## src/encoder_period_speed_meter_macros.svh

```systemverilog
// assertion macros for the encoder period speed meter
`ifndef ENCODER_PERIOD_SPEED_METER_MACROS_SVH
`define ENCODER_PERIOD_SPEED_METER_MACROS_SVH

// consequent holds in the same cycle as the antecedent
`define EPSM_ASSERT_NOW(label, ante, cons, msg) \
    label: assert property (@(posedge aclk) disable iff (!aresetn) (ante) |-> (cons)) \
        else $error(msg);

// consequent holds in the cycle after the antecedent
`define EPSM_ASSERT_NEXT(label, ante, cons, msg) \
    label: assert property (@(posedge aclk) disable iff (!aresetn) (ante) |=> (cons)) \
        else $error(msg);

`endif

```

## src/epsm_pkg.sv

```systemverilog
// shared constants and types for the encoder period speed meter
`timescale 1ns / 1ps

package epsm_pkg;

    localparam int SPEED_W  = 15;
    localparam int CAP_W    = 16;
    localparam int SCALE_W  = 24;
    localparam int TICK_W   = 10;
    localparam int LIMIT_W  = 16;
    localparam int CNT_W    = 17;
    localparam int CFG_IDX_W = 2;
    localparam int CFG_DATA_W = 24;
    localparam int S_TDATA_W = 16;
    localparam int M_TDATA_W = 32;
    localparam int DIV_CNT_W = $clog2(SCALE_W + 1);

    localparam int WINDOW_DEFAULT = 10;

    localparam logic [SPEED_W-1:0] SPEED_MAX   = {SPEED_W{1'b1}};
    localparam logic [CNT_W-1:0]   COUNTER_MAX = {CNT_W{1'b1}};

    localparam logic [SCALE_W-1:0] SCALE_RESET = SCALE_W'(120000);
    localparam logic [TICK_W-1:0]  TICK_RESET  = TICK_W'(50);
    localparam logic [LIMIT_W-1:0] LIMIT_RESET = LIMIT_W'(1000);

    // register indexes on the configuration port
    localparam logic [CFG_IDX_W-1:0] REG_SPEED_SCALE = 2'd0;
    localparam logic [CFG_IDX_W-1:0] REG_TICK_MS     = 2'd1;
    localparam logic [CFG_IDX_W-1:0] REG_STOP_LIMIT  = 2'd2;

    // item kinds on s_tuser
    localparam logic OP_CAPTURE = 1'b0;
    localparam logic OP_TICK    = 1'b1;

    typedef struct packed {
        logic               start;
        logic [SCALE_W-1:0] dividend;
        logic [CAP_W-1:0]   divisor;
    } div_req_t;

endpackage

```

## src/encoder_period_speed_meter.sv

```systemverilog
// encoder speed meter: capture period to speed, moving average, stop detect
//
// s_ channel takes one item per transfer: s_tuser is the kind (capture or
// tick), s_tdata the 16-bit capture timestamp. m_ channel returns exactly one
// result per item: speed and raw speed in m_tdata, the stop flag in m_tuser.
// cfg_ channel writes speed_scale (0), tick_ms (1), stop_limit_ms (2); other
// indexes are dropped. Write configuration only while the block is idle.
// A capture runs the period through a bit-serial divider; once the last ring
// slot is nonzero the window sum goes through the same divider a second time.
// A capture passes the raw divide, push, average divide (when averaging) and
// emit states; a tick goes straight to emit. One item is in flight at a time:
// a new item is taken only when the block is back in idle.
// Reset (aresetn low, synchronous) restores the register defaults and
// clears timestamp, ring, index, stop counter and both speeds.
// A stalled receiver holds the result in the output register; the block
// keeps working the next item and waits only to hand over its result.
`timescale 1ns / 1ps
`include "encoder_period_speed_meter_macros.svh"

module encoder_period_speed_meter #(
    parameter int WINDOW = epsm_pkg::WINDOW_DEFAULT
) (
    input  logic                                aclk,
    input  logic                                aresetn,
    // input stream
    input  logic                                s_tvalid,
    output logic                                s_tready,
    input  logic [epsm_pkg::S_TDATA_W-1:0]      s_tdata,   // [15:0] capture_value
    input  logic                                s_tuser,   // [0] op
    // result stream
    output logic                                m_tvalid,
    input  logic                                m_tready,
    output logic [epsm_pkg::M_TDATA_W-1:0]      m_tdata,   // [14:0] speed, [29:15] raw_speed
    output logic                                m_tuser,   // [0] stopped
    // configuration writes
    input  logic                                cfg_valid,
    output logic                                cfg_ready,
    input  logic [epsm_pkg::CFG_IDX_W-1:0]      cfg_index,
    input  logic [epsm_pkg::CFG_DATA_W-1:0]     cfg_data
);

    localparam int IDX_W = (WINDOW > 1) ? $clog2(WINDOW) : 1;
    localparam int SUM_W = epsm_pkg::SPEED_W + $clog2(WINDOW);

    typedef enum logic [2:0] {
        ST_IDLE,
        ST_DIV_RAW,
        ST_PUSH,
        ST_DIV_AVG,
        ST_EMIT
    } state_t;

    state_t state_reg;

    logic [epsm_pkg::SCALE_W-1:0]  scale_reg;
    logic [epsm_pkg::TICK_W-1:0]   tick_reg;
    logic [epsm_pkg::LIMIT_W-1:0]  limit_reg;

    logic [epsm_pkg::CAP_W-1:0]    last_cap_reg;
    logic [epsm_pkg::SPEED_W-1:0]  ring_reg [WINDOW];
    logic [IDX_W-1:0]              ring_index_reg;
    logic [SUM_W-1:0]              sum_reg;
    logic [epsm_pkg::CNT_W-1:0]    stop_cnt_reg;
    logic [epsm_pkg::SPEED_W-1:0]  speed_reg;
    logic [epsm_pkg::SPEED_W-1:0]  raw_reg;
    logic                          stopped_reg;

    logic                          m_tvalid_reg;
    logic [epsm_pkg::M_TDATA_W-1:0] m_tdata_reg;
    logic                          m_tuser_reg;

    logic                          in_xfer;
    logic                          cfg_xfer;
    logic [epsm_pkg::CAP_W-1:0]    cap;
    logic [epsm_pkg::CAP_W-1:0]    period;
    logic [epsm_pkg::CNT_W:0]      cnt_sum;
    logic [epsm_pkg::CNT_W-1:0]    cnt_sat;
    logic                          stop_hit;
    logic [epsm_pkg::SPEED_W-1:0]  raw_sat;
    logic                          out_free;

    epsm_pkg::div_req_t            div_req;
    logic                          div_done;
    logic [epsm_pkg::SCALE_W-1:0]  div_q;

    assign s_tready  = (state_reg == ST_IDLE);
    assign cfg_ready = 1'b1;
    assign in_xfer   = s_tvalid && s_tready;
    assign cfg_xfer  = cfg_valid && cfg_ready;
    assign out_free  = !m_tvalid_reg || m_tready;
    assign cap       = s_tdata[epsm_pkg::CAP_W-1:0];

    // wrap rule: new minus old when new is greater, else new + (0xffff - old)
    assign period = (cap > last_cap_reg) ? (cap - last_cap_reg) : (cap + ~last_cap_reg);

    assign cnt_sum  = {1'b0, stop_cnt_reg} + (epsm_pkg::CNT_W + 1)'(tick_reg);
    assign cnt_sat  = cnt_sum[epsm_pkg::CNT_W] ? epsm_pkg::COUNTER_MAX
                                               : cnt_sum[epsm_pkg::CNT_W-1:0];
    assign stop_hit = in_xfer && (s_tuser == epsm_pkg::OP_TICK)
                      && (cnt_sat >= epsm_pkg::CNT_W'(limit_reg));

    // zero period divides to all ones, which saturates as well
    assign raw_sat = (div_q > epsm_pkg::SCALE_W'(epsm_pkg::SPEED_MAX))
                     ? epsm_pkg::SPEED_MAX : div_q[epsm_pkg::SPEED_W-1:0];

    always_comb begin
        div_req.start    = 1'b0;
        div_req.dividend = scale_reg;
        div_req.divisor  = period;
        if (state_reg == ST_PUSH) begin
            div_req.dividend = epsm_pkg::SCALE_W'(sum_reg);
            div_req.divisor  = epsm_pkg::CAP_W'(WINDOW);
            div_req.start    = (ring_reg[WINDOW-1] != '0);
        end else if (state_reg == ST_IDLE) begin
            div_req.start    = in_xfer && (s_tuser == epsm_pkg::OP_CAPTURE);
        end
    end

    epsm_div u_div (
        .aclk     (aclk),
        .aresetn  (aresetn),
        .req      (div_req),
        .done     (div_done),
        .quotient (div_q)
    );

    always_ff @(posedge aclk) begin
        if (!aresetn) begin
            scale_reg <= epsm_pkg::SCALE_RESET;
            tick_reg  <= epsm_pkg::TICK_RESET;
            limit_reg <= epsm_pkg::LIMIT_RESET;
        end else if (cfg_xfer) begin
            case (cfg_index)
                epsm_pkg::REG_SPEED_SCALE: scale_reg <= cfg_data[epsm_pkg::SCALE_W-1:0];
                epsm_pkg::REG_TICK_MS:     tick_reg  <= cfg_data[epsm_pkg::TICK_W-1:0];
                epsm_pkg::REG_STOP_LIMIT:  limit_reg <= cfg_data[epsm_pkg::LIMIT_W-1:0];
                default: ;
            endcase
        end
    end

    always_ff @(posedge aclk) begin
        if (!aresetn) begin
            state_reg      <= ST_IDLE;
            last_cap_reg   <= '0;
            ring_index_reg <= '0;
            sum_reg        <= '0;
            stop_cnt_reg   <= '0;
            speed_reg      <= '0;
            raw_reg        <= '0;
            stopped_reg    <= 1'b0;
            m_tvalid_reg   <= 1'b0;
            for (int i = 0; i < WINDOW; i++) begin
                ring_reg[i] <= '0;
            end
        end else begin
            if ((state_reg == ST_EMIT) && out_free) begin
                m_tvalid_reg <= 1'b1;
            end else if (m_tvalid_reg && m_tready) begin
                m_tvalid_reg <= 1'b0;
            end
            case (state_reg)
                ST_IDLE: begin
                    if (in_xfer) begin
                        if (s_tuser == epsm_pkg::OP_CAPTURE) begin
                            last_cap_reg <= cap;
                            stop_cnt_reg <= '0;
                            stopped_reg  <= 1'b0;
                            state_reg    <= ST_DIV_RAW;
                        end else begin
                            stopped_reg <= stop_hit;
                            if (stop_hit) begin
                                stop_cnt_reg   <= '0;
                                ring_index_reg <= '0;
                                sum_reg        <= '0;
                                speed_reg      <= '0;
                                raw_reg        <= '0;
                                for (int i = 0; i < WINDOW; i++) begin
                                    ring_reg[i] <= '0;
                                end
                            end else begin
                                stop_cnt_reg <= cnt_sat;
                            end
                            state_reg <= ST_EMIT;
                        end
                    end
                end
                ST_DIV_RAW: begin
                    if (div_done) begin
                        raw_reg                  <= raw_sat;
                        ring_reg[ring_index_reg] <= raw_sat;
                        // running window sum: drop the overwritten entry, add the new one
                        sum_reg <= sum_reg - SUM_W'(ring_reg[ring_index_reg]) + SUM_W'(raw_sat);
                        if (ring_index_reg == IDX_W'(WINDOW - 1)) begin
                            ring_index_reg <= '0;
                        end else begin
                            ring_index_reg <= ring_index_reg + 1'b1;
                        end
                        state_reg <= ST_PUSH;
                    end
                end
                ST_PUSH: begin
                    // until the last slot fills, report the first entry
                    if (ring_reg[WINDOW-1] == '0) begin
                        speed_reg <= ring_reg[0];
                        state_reg <= ST_EMIT;
                    end else begin
                        state_reg <= ST_DIV_AVG;
                    end
                end
                ST_DIV_AVG: begin
                    if (div_done) begin
                        speed_reg <= div_q[epsm_pkg::SPEED_W-1:0];
                        state_reg <= ST_EMIT;
                    end
                end
                ST_EMIT: begin
                    if (out_free) begin
                        state_reg <= ST_IDLE;
                    end
                end
                default: state_reg <= ST_IDLE;
            endcase
        end
    end

    always_ff @(posedge aclk) begin
        if ((state_reg == ST_EMIT) && out_free) begin
            m_tdata_reg <= epsm_pkg::M_TDATA_W'({raw_reg, speed_reg});
            m_tuser_reg <= stopped_reg;
        end
    end

    assign m_tvalid = m_tvalid_reg;
    assign m_tdata  = m_tdata_reg;
    assign m_tuser  = m_tuser_reg;

    `EPSM_ASSERT_NOW(a_index_in_range, 1'b1,
        ring_index_reg <= IDX_W'(WINDOW - 1), "ring index beyond window")

    `EPSM_ASSERT_NOW(a_div_done_state, div_done,
        (state_reg == ST_DIV_RAW) || (state_reg == ST_DIV_AVG),
        "divider finished outside a divide state")

    `EPSM_ASSERT_NEXT(a_stop_clears, stop_hit,
        (sum_reg == '0) && (ring_index_reg == '0) && (raw_reg == '0) && (speed_reg == '0),
        "stop did not clear the filter")

    `EPSM_ASSERT_NOW(a_emit_once, (state_reg == ST_EMIT) && out_free,
        !(m_tvalid_reg && !m_tready), "result overwrote a pending transfer")

endmodule

```

## src/epsm_div.sv

```systemverilog
// bit-serial restoring divider, one quotient bit per cycle
`timescale 1ns / 1ps

module epsm_div (
    input  logic                            aclk,
    input  logic                            aresetn,
    input  epsm_pkg::div_req_t              req,
    output logic                            done,
    output logic [epsm_pkg::SCALE_W-1:0]    quotient
);

    logic [epsm_pkg::DIV_CNT_W-1:0] cnt_reg;
    logic [epsm_pkg::SCALE_W-1:0]   dvd_reg;
    logic [epsm_pkg::CAP_W-1:0]     rem_reg;
    logic [epsm_pkg::CAP_W-1:0]     dsr_reg;
    logic                           done_reg;

    logic [epsm_pkg::CAP_W:0]       trial;
    logic [epsm_pkg::CAP_W:0]       diff;
    logic                           ge;

    // shift the next dividend bit into the partial remainder and try a subtract
    assign trial = {rem_reg, dvd_reg[epsm_pkg::SCALE_W-1]};
    assign diff  = trial - {1'b0, dsr_reg};
    assign ge    = (trial >= {1'b0, dsr_reg});

    always_ff @(posedge aclk) begin
        if (!aresetn) begin
            cnt_reg  <= '0;
            done_reg <= 1'b0;
        end else begin
            done_reg <= !req.start && (cnt_reg == epsm_pkg::DIV_CNT_W'(1));
            if (req.start) begin
                cnt_reg <= epsm_pkg::DIV_CNT_W'(epsm_pkg::SCALE_W);
            end else if (cnt_reg != '0) begin
                cnt_reg <= cnt_reg - 1'b1;
            end
        end
    end

    always_ff @(posedge aclk) begin
        if (req.start) begin
            dvd_reg <= req.dividend;
            dsr_reg <= req.divisor;
            rem_reg <= '0;
        end else if (cnt_reg != '0) begin
            // a failed trial leaves a value below the divisor, so it fits
            rem_reg <= ge ? diff[epsm_pkg::CAP_W-1:0] : trial[epsm_pkg::CAP_W-1:0];
            dvd_reg <= {dvd_reg[epsm_pkg::SCALE_W-2:0], ge};
        end
    end

    assign done     = done_reg;
    assign quotient = dvd_reg;

endmodule

```

## config.mk

```make
export PLATFORM = sky130hd
export DESIGN_NAME = encoder_period_speed_meter
export DESIGN_NICKNAME = d
export VERILOG_FILES = /design/src/epsm_pkg.sv /design/src/encoder_period_speed_meter.sv /design/src/epsm_div.sv
export VERILOG_INCLUDE_DIRS = /design/src /design/src/src
export SDC_FILE = /design/constraint.sdc
export NUM_CORES = 1
export LEC_CHECK = 0
export BUFFER_PORTS_ARGS = -buffer_cell sky130_fd_sc_hd__buf_2
export CAP_MARGIN = 30
export CORE_UTILIZATION = 46
export CTS_CLUSTER_SIZE = 25
export DETAILED_ROUTE_END_ITERATION = 16
export GPL_TIMING_DRIVEN = 0
export PLACE_DENSITY = 0.69
export SLEW_MARGIN = 20
export SYNTH_ARGS = -nofsm -noshare
export SYNTH_HDL_FRONTEND = slang
export SYNTH_SLANG_ARGS = --single-unit
export TNS_END_PERCENT = 10
```

## constraint.sdc

```tcl
create_clock -name aclk -period 6.1 [get_ports aclk]
set_clock_uncertainty 0.05 [all_clocks]
set_input_delay 1.22 -clock aclk [delete_from_list [all_inputs] [get_ports aclk]]
set_output_delay 1.22 -clock aclk [all_outputs]
set_load 0.1 [all_outputs]
```

==> Word-level counts from Yosys, hierarchy flattened <==
Memory sizes are Yosys's and may differ from the RTL's. A register that Yosys moved wholly into a read port is not among the register bits.
Index checks and enable logic that the tools add are counted.
W data, S select, Z words.
{ "op_classes": {"n_addsub": 8, "n_lt_le_gt_ge": 4, "n_eq_ne": 15, "n_mux": 68, "n_bitwise": 13, "reduce_logical": 29} }
{ "ops": {"columns": ["cell", "n"], "rows": [
  ["$mux W15", 18],
  ["$mux W19", 4],
  ["$mux W17", 3],
  ["$mux W24", 2],
  ["$pmux W15 S3", 1],
  ["$mux W40", 1],
  ["$pmux W19 S2", 1],
  ["$ge A17 B16 Y1", 2],
  ["$mux W16", 2],
  ["$mux W4", 8],
  ["$sub A16 B16 Y16", 2],
  ["$pmux W15 S2", 1],
  ["$gt A24 B15 Y1 const B", 1],
  ["$add A19 B15 Y19", 1],
  ["$sub A19 B15 Y19", 1],
  ["$add A17 B10 Y18", 1],
  ["$mux W3", 6],
  ["$mux W1", 17],
  ["$add A16 B16 Y16", 1],
  ["$gt A16 B16 Y1", 1],
  ["$not A16 Y16", 1],
  ["$logic_not A15 Y1", 1],
  ["$pmux W3 S5", 1],
  ["$reduce_bool A15 Y1", 1],
  ["30 further kinds", 59]
]} }
{ "word_totals": {"regBits": 234, "ramBits": 150, "elab_cells": 158, "n_memories": 1} }
{ "mem_list": {"columns": ["memory", "words", "word_bits", "rd", "rd_ports_with_merged_regs", "wr", "line_no", "text"], "rows": [
  ["ring_reg", 10, 15, 3, 1, 10, "encoder_period_speed_meter.sv:60", "logic [epsm_pkg::SPEED_W-1:0] ring_reg [WINDOW];"]
]} }

==> Longest topological paths before layout <==
{ "depth": {"depth_word": 12, "depth_mapped": 21, "ltp_nobuf": 19} }

==> Modules after synthesis <==
A second synthesis with hierarchy kept.
{ "hier_totals": {"cells_unflattened": 2089, "hier_area_um2": 23543.8} }
{ "modules_own_cells": {"columns": ["module", "n_inst", "cells_per_inst", "area_per_inst_um2", "seq_area_each_um2"], "rows": [
  ["encoder_period_speed_meter", 1, 1729, 19772.7, 11040.6],
  ["epsm_div", 1, 360, 3771.1, 1641.6]
]} }

==> Worst setup path before layout <==
OpenSTA, ideal clock, no wires.
{ "synth_path": {"kind": "register to register", "startpoint": "register with a tool-made name", "endpoint": "register sum_reg[18]", "setup_ps": 123, "arrival_ps": 4646, "required_ps": 5927, "setup_slack_ps": 1282, "path_stages_with_launch": 18, "path_cell_list": "dfxtp_1 clkbuf_1 clkbuf_1 clkbuf_1 mux4_2 mux4_2 fa_1 inv_1 fa_1 a211oi_1 o21a_1 o21ai_0 o31ai_1 a31oi_1 mux2i_1 a311oi_1 a41oi_1 o21ai_1"} }
{ "synth_lines": {"columns": ["element", "line_no", "text"], "rows": [
  ["end signal, assigned", "encoder_period_speed_meter.sv:193", "sum_reg <= sum_reg - SUM_W'(ring_reg[ring_index_reg]) + SUM_W'(raw_sat);"],
  ["end, declared", "encoder_period_speed_meter.sv:62", "logic [SUM_W-1:0] sum_reg;"]
]} }

==> out/qor.yml <==
clock_tree:
  tritoncts.num_buffers: 50
  cts.sink_count: 478
  worst_skew_pair.late_latency_ns: 0.62
  tritoncts_clock_tree: "done"
  clock_tree.root_cell: "clkbuf_16"
  clock_path_buffers: 3
  clkTransAtPathRegs_ns: 0.06
  ctsHtreeMaxLevel: 2
  post_cts.repair.setup_buffers: 0
run:
  maxCapViolCount: 0
die:
  chipWidth_um: 227
  rows: 82
  initial_utilization: 0.465
  area_of_the_placeable_core_sq_um: 50100
  die_area_sq_um: 51500
  die_height_um: 227
  pin_count: 84
timing:
  finalWorstPathRequiredPeriod_ns: 5.90
  number_of_endpoints_with_negative_hold_slack_in_the_final_report: 0
  worst_pin_slew_ns: 0.926
  setup_viol: 0
  finalMaxSlewViolations: 0
  setup_repair_after_global_routing_missed_its_margin: "false"
  maxClockFrequency_ghz: 0.169
  period_share: 0.968
  worst_slew_margin_rel: 0.383
  tns_ns: 0
synthesis:
  yosysUniqueCellTypes: 74
  most_repeated_cell_in_the_gate_level_netlist_after_synthesis: "edfxtp_1"
  netlist_top_cells_area: "edfxtp_1, dfxtp_1, mux4_2"
  synth.cells.most_frequent: "edfxtp_1, nor2_1, nand2_1"
  ys_warn_count: 0
  synth_seq_cells: 478
  cell_type_with_the_highest_aggregate_area_in_the_netlist: "edfxtp_1"
  synth_edf_count: 311
  synthesis.area_per_instance_sq_um: 10.9
  synthCells: 2135
  synth_top_cell_area_share: 0.401
  asyncSetResetFlopFracSynth: 0
  synth_cell_area_sq_um: 23300
  synth_top_flop_cell: "edfxtp_1"
  synth_seq_area_share: 0.545
grt:
  global_route.peak_usage_layer: "met2"
  met1_usage: 0.356
  globalRouteOverflowTotal: 0
  grt_max_degree: 25
  grt_pass1_wl_mm: 98.2
  via_count_of_the_first_global_routing_pass: 16700
  groute.layer.met2.usage: 0.397
  grt.met3_usage: 0.0434
  grt_util_all_layers: 0.254
  antenna_violations_before_repair: 0
route:
  vias: 17400
  route.detailed.drc: 0
  avgViaCountPerCell: 5.79
  drt_first_iter_violations: 1837
  drt_pre_antenna_iters: 6
  drt-total-wl_mm: 64.3
  wl_per_cell_um: 21.5
  detail-route-antenna-nets: 0
finish:
  post_route_cells_drive_above_1_share: 0.129
  flip_flop_count_of_the_largest_register_all_copies_and_words_added: 240
  area_growth_pct: 13.6
  design.final.nets: 2431
  postLayoutCellArea_sq_um: 26400
  insertedDiodeCount: 0
pwr:
  leakage_power_summed_over_all_cells_nw: 10.2
  power_per_cell_area_nw_per_um2: 337
  peakVddDrop_mv: 0.249
critical_path:
  critPathMaxFanout: 10
  startpoint_type: "flip-flop"
  crit_family: "buffers and inverters"
  criticalPathCategory: "reg2reg"
  worst-endpoint-required_ns: 6.54
  critPathBufInv: 4
  slowest_cell_delay_on_critical_path_ns: 0.67
  critPathCaptureType: "flip-flop"
  critPathMostFrequentCell: "clkbuf_1"
  cp.arrival_ns: 6.34
  cell_by_cell_listing_of_the_critical_path: "clkbuf_1, clkbuf_1, clkbuf_1, mux4_2, mux4_2, fa_1, inv_1, ha_1, and3_1, o21ai_0, o21ai_0, o31ai_1, a31oi_1, mux2i_1, a311oi_1, a41oi_1, o21ai_1"
  timing.critical_path.slowest_stage_cell: "clkbuf_1"
place:
  dpl_cell_area_sq_um: 24700
  portBuffers: 80
  gp_congestion: 0.978
  place_hpwl_mm: 47.8
outcome:
  outcome: "finished clean"
hold_path:
  hold_path_class: "reg2reg"
layer usage:
metal  share of wire  vias to the layer above
li1                -                     7965
met1            0.43                     8522
met2            0.46                      754
met3           0.083                      119
met4           0.030                        0
met5               0                        -
stage by stage:
stage | hold WS, ns | total power [mW] | setup WS, ns | utilization | instances
final | 0.379 | 8.90 | 0.196 | 0.528 | 2996
after global routing | 0.383 | 9.25 | 0.0104 | 0.528 | 2996
after CTS | 0.380 | 8.89 | 0.0988 | 0.527 | 2993
after detailed placement | 0.365 | 5.75 | 0.159 | 0.493 | 2900
after global placement | 0.365 | 5.70 | 0.209 | 0.489 | 2888
after floorplan | 0.358 | 5.20 | 1.28 | - | 2136
final cells by class:
type	instances	area [sq um]
Tap cell	672	841
Inverter	152	571
Clock inverter	26	320
Timing Repair Buffer	95	586
Clock buffer	67	1390
Fill cell	4424	23600
Sequential cell	478	12700
Multi-Input combinational cell	1375	9510
Buffer	131	537
logic make-up (layout without fill, tap and decap cells):
| group | count (synthesis) | after routing | share of synthesized area |
|---|---|---|---|
| and+or+nand+nor | 743 | 743 | 0.139 |
| DFF | 478 | 478 | 0.545 |
| AOI/OAI and AO/OA | 400 | 400 | 0.115 |
| buffers and inverters | 283 | 471 | 0.0474 |
| adders and majority gates | 100 | 100 | 0.0599 |
| muxes | 82 | 82 | 0.0757 |
| xor gates and xnor gates | 47 | 47 | 0.0177 |
| other | 2 | 3 | 0.000323 |
final timing paths:
kind	startpoint	end	slack, ns	cells past startpoint
min	speed_reg[6]$_SDFFE_PN0P_	m_tdata[6]$_DFFE_PP_	0.38	0
max	flip-flop	sum_reg[18]$_SDFFE_PN0P_	0.20	17
min reg2reg	speed_reg[6]$_SDFFE_PN0P_	m_tdata[6]$_DFFE_PP_	0.38	0
max reg2reg	flip-flop	sum_reg[18]$_SDFFE_PN0P_	0.20	17
power breakdown:
part	leakage, nW	switching, mW	internal (mW)
logic	4.85	1.13	0.644
registers	4.49	0.234	3.74
clock network	0.833	1.32	1.83
placed cells by master, fill, tap and decap left out, drive strengths merged, types with 6 or more instances in the layout:
cell / count
a211oi: 27
xnor2: 34
inv: 154
a31oi: 50
or2: 6
a21o: 22
a311oi: 17
dfxtp: 167
nor2b: 11
fa: 19
clkinv: 18
nor4: 15
mux4: 75
nand3: 50
a22o: 20
or3: 10
buf: 117
a21oi: 128
o21a: 7
clkbuf: 176
ha: 81
a22oi: 13
xor2: 13
o31ai: 6
and3: 10
a2111oi: 12
edfxtp: 311
nand2b: 14
a211o: 6
nand2: 260
o21bai: 10
nor2: 289
o211ai: 11
o21ai: 55
nor3: 42
nand4: 13
timing repair:
action                     4_1_cts  5_1_grt
hold endpoints to repair         0        0
hold buffers                     0        0
gates resized for setup          0        7
setup endpoints to repair        0        2
Note: power is estimated with default switching activity, not from simulation.
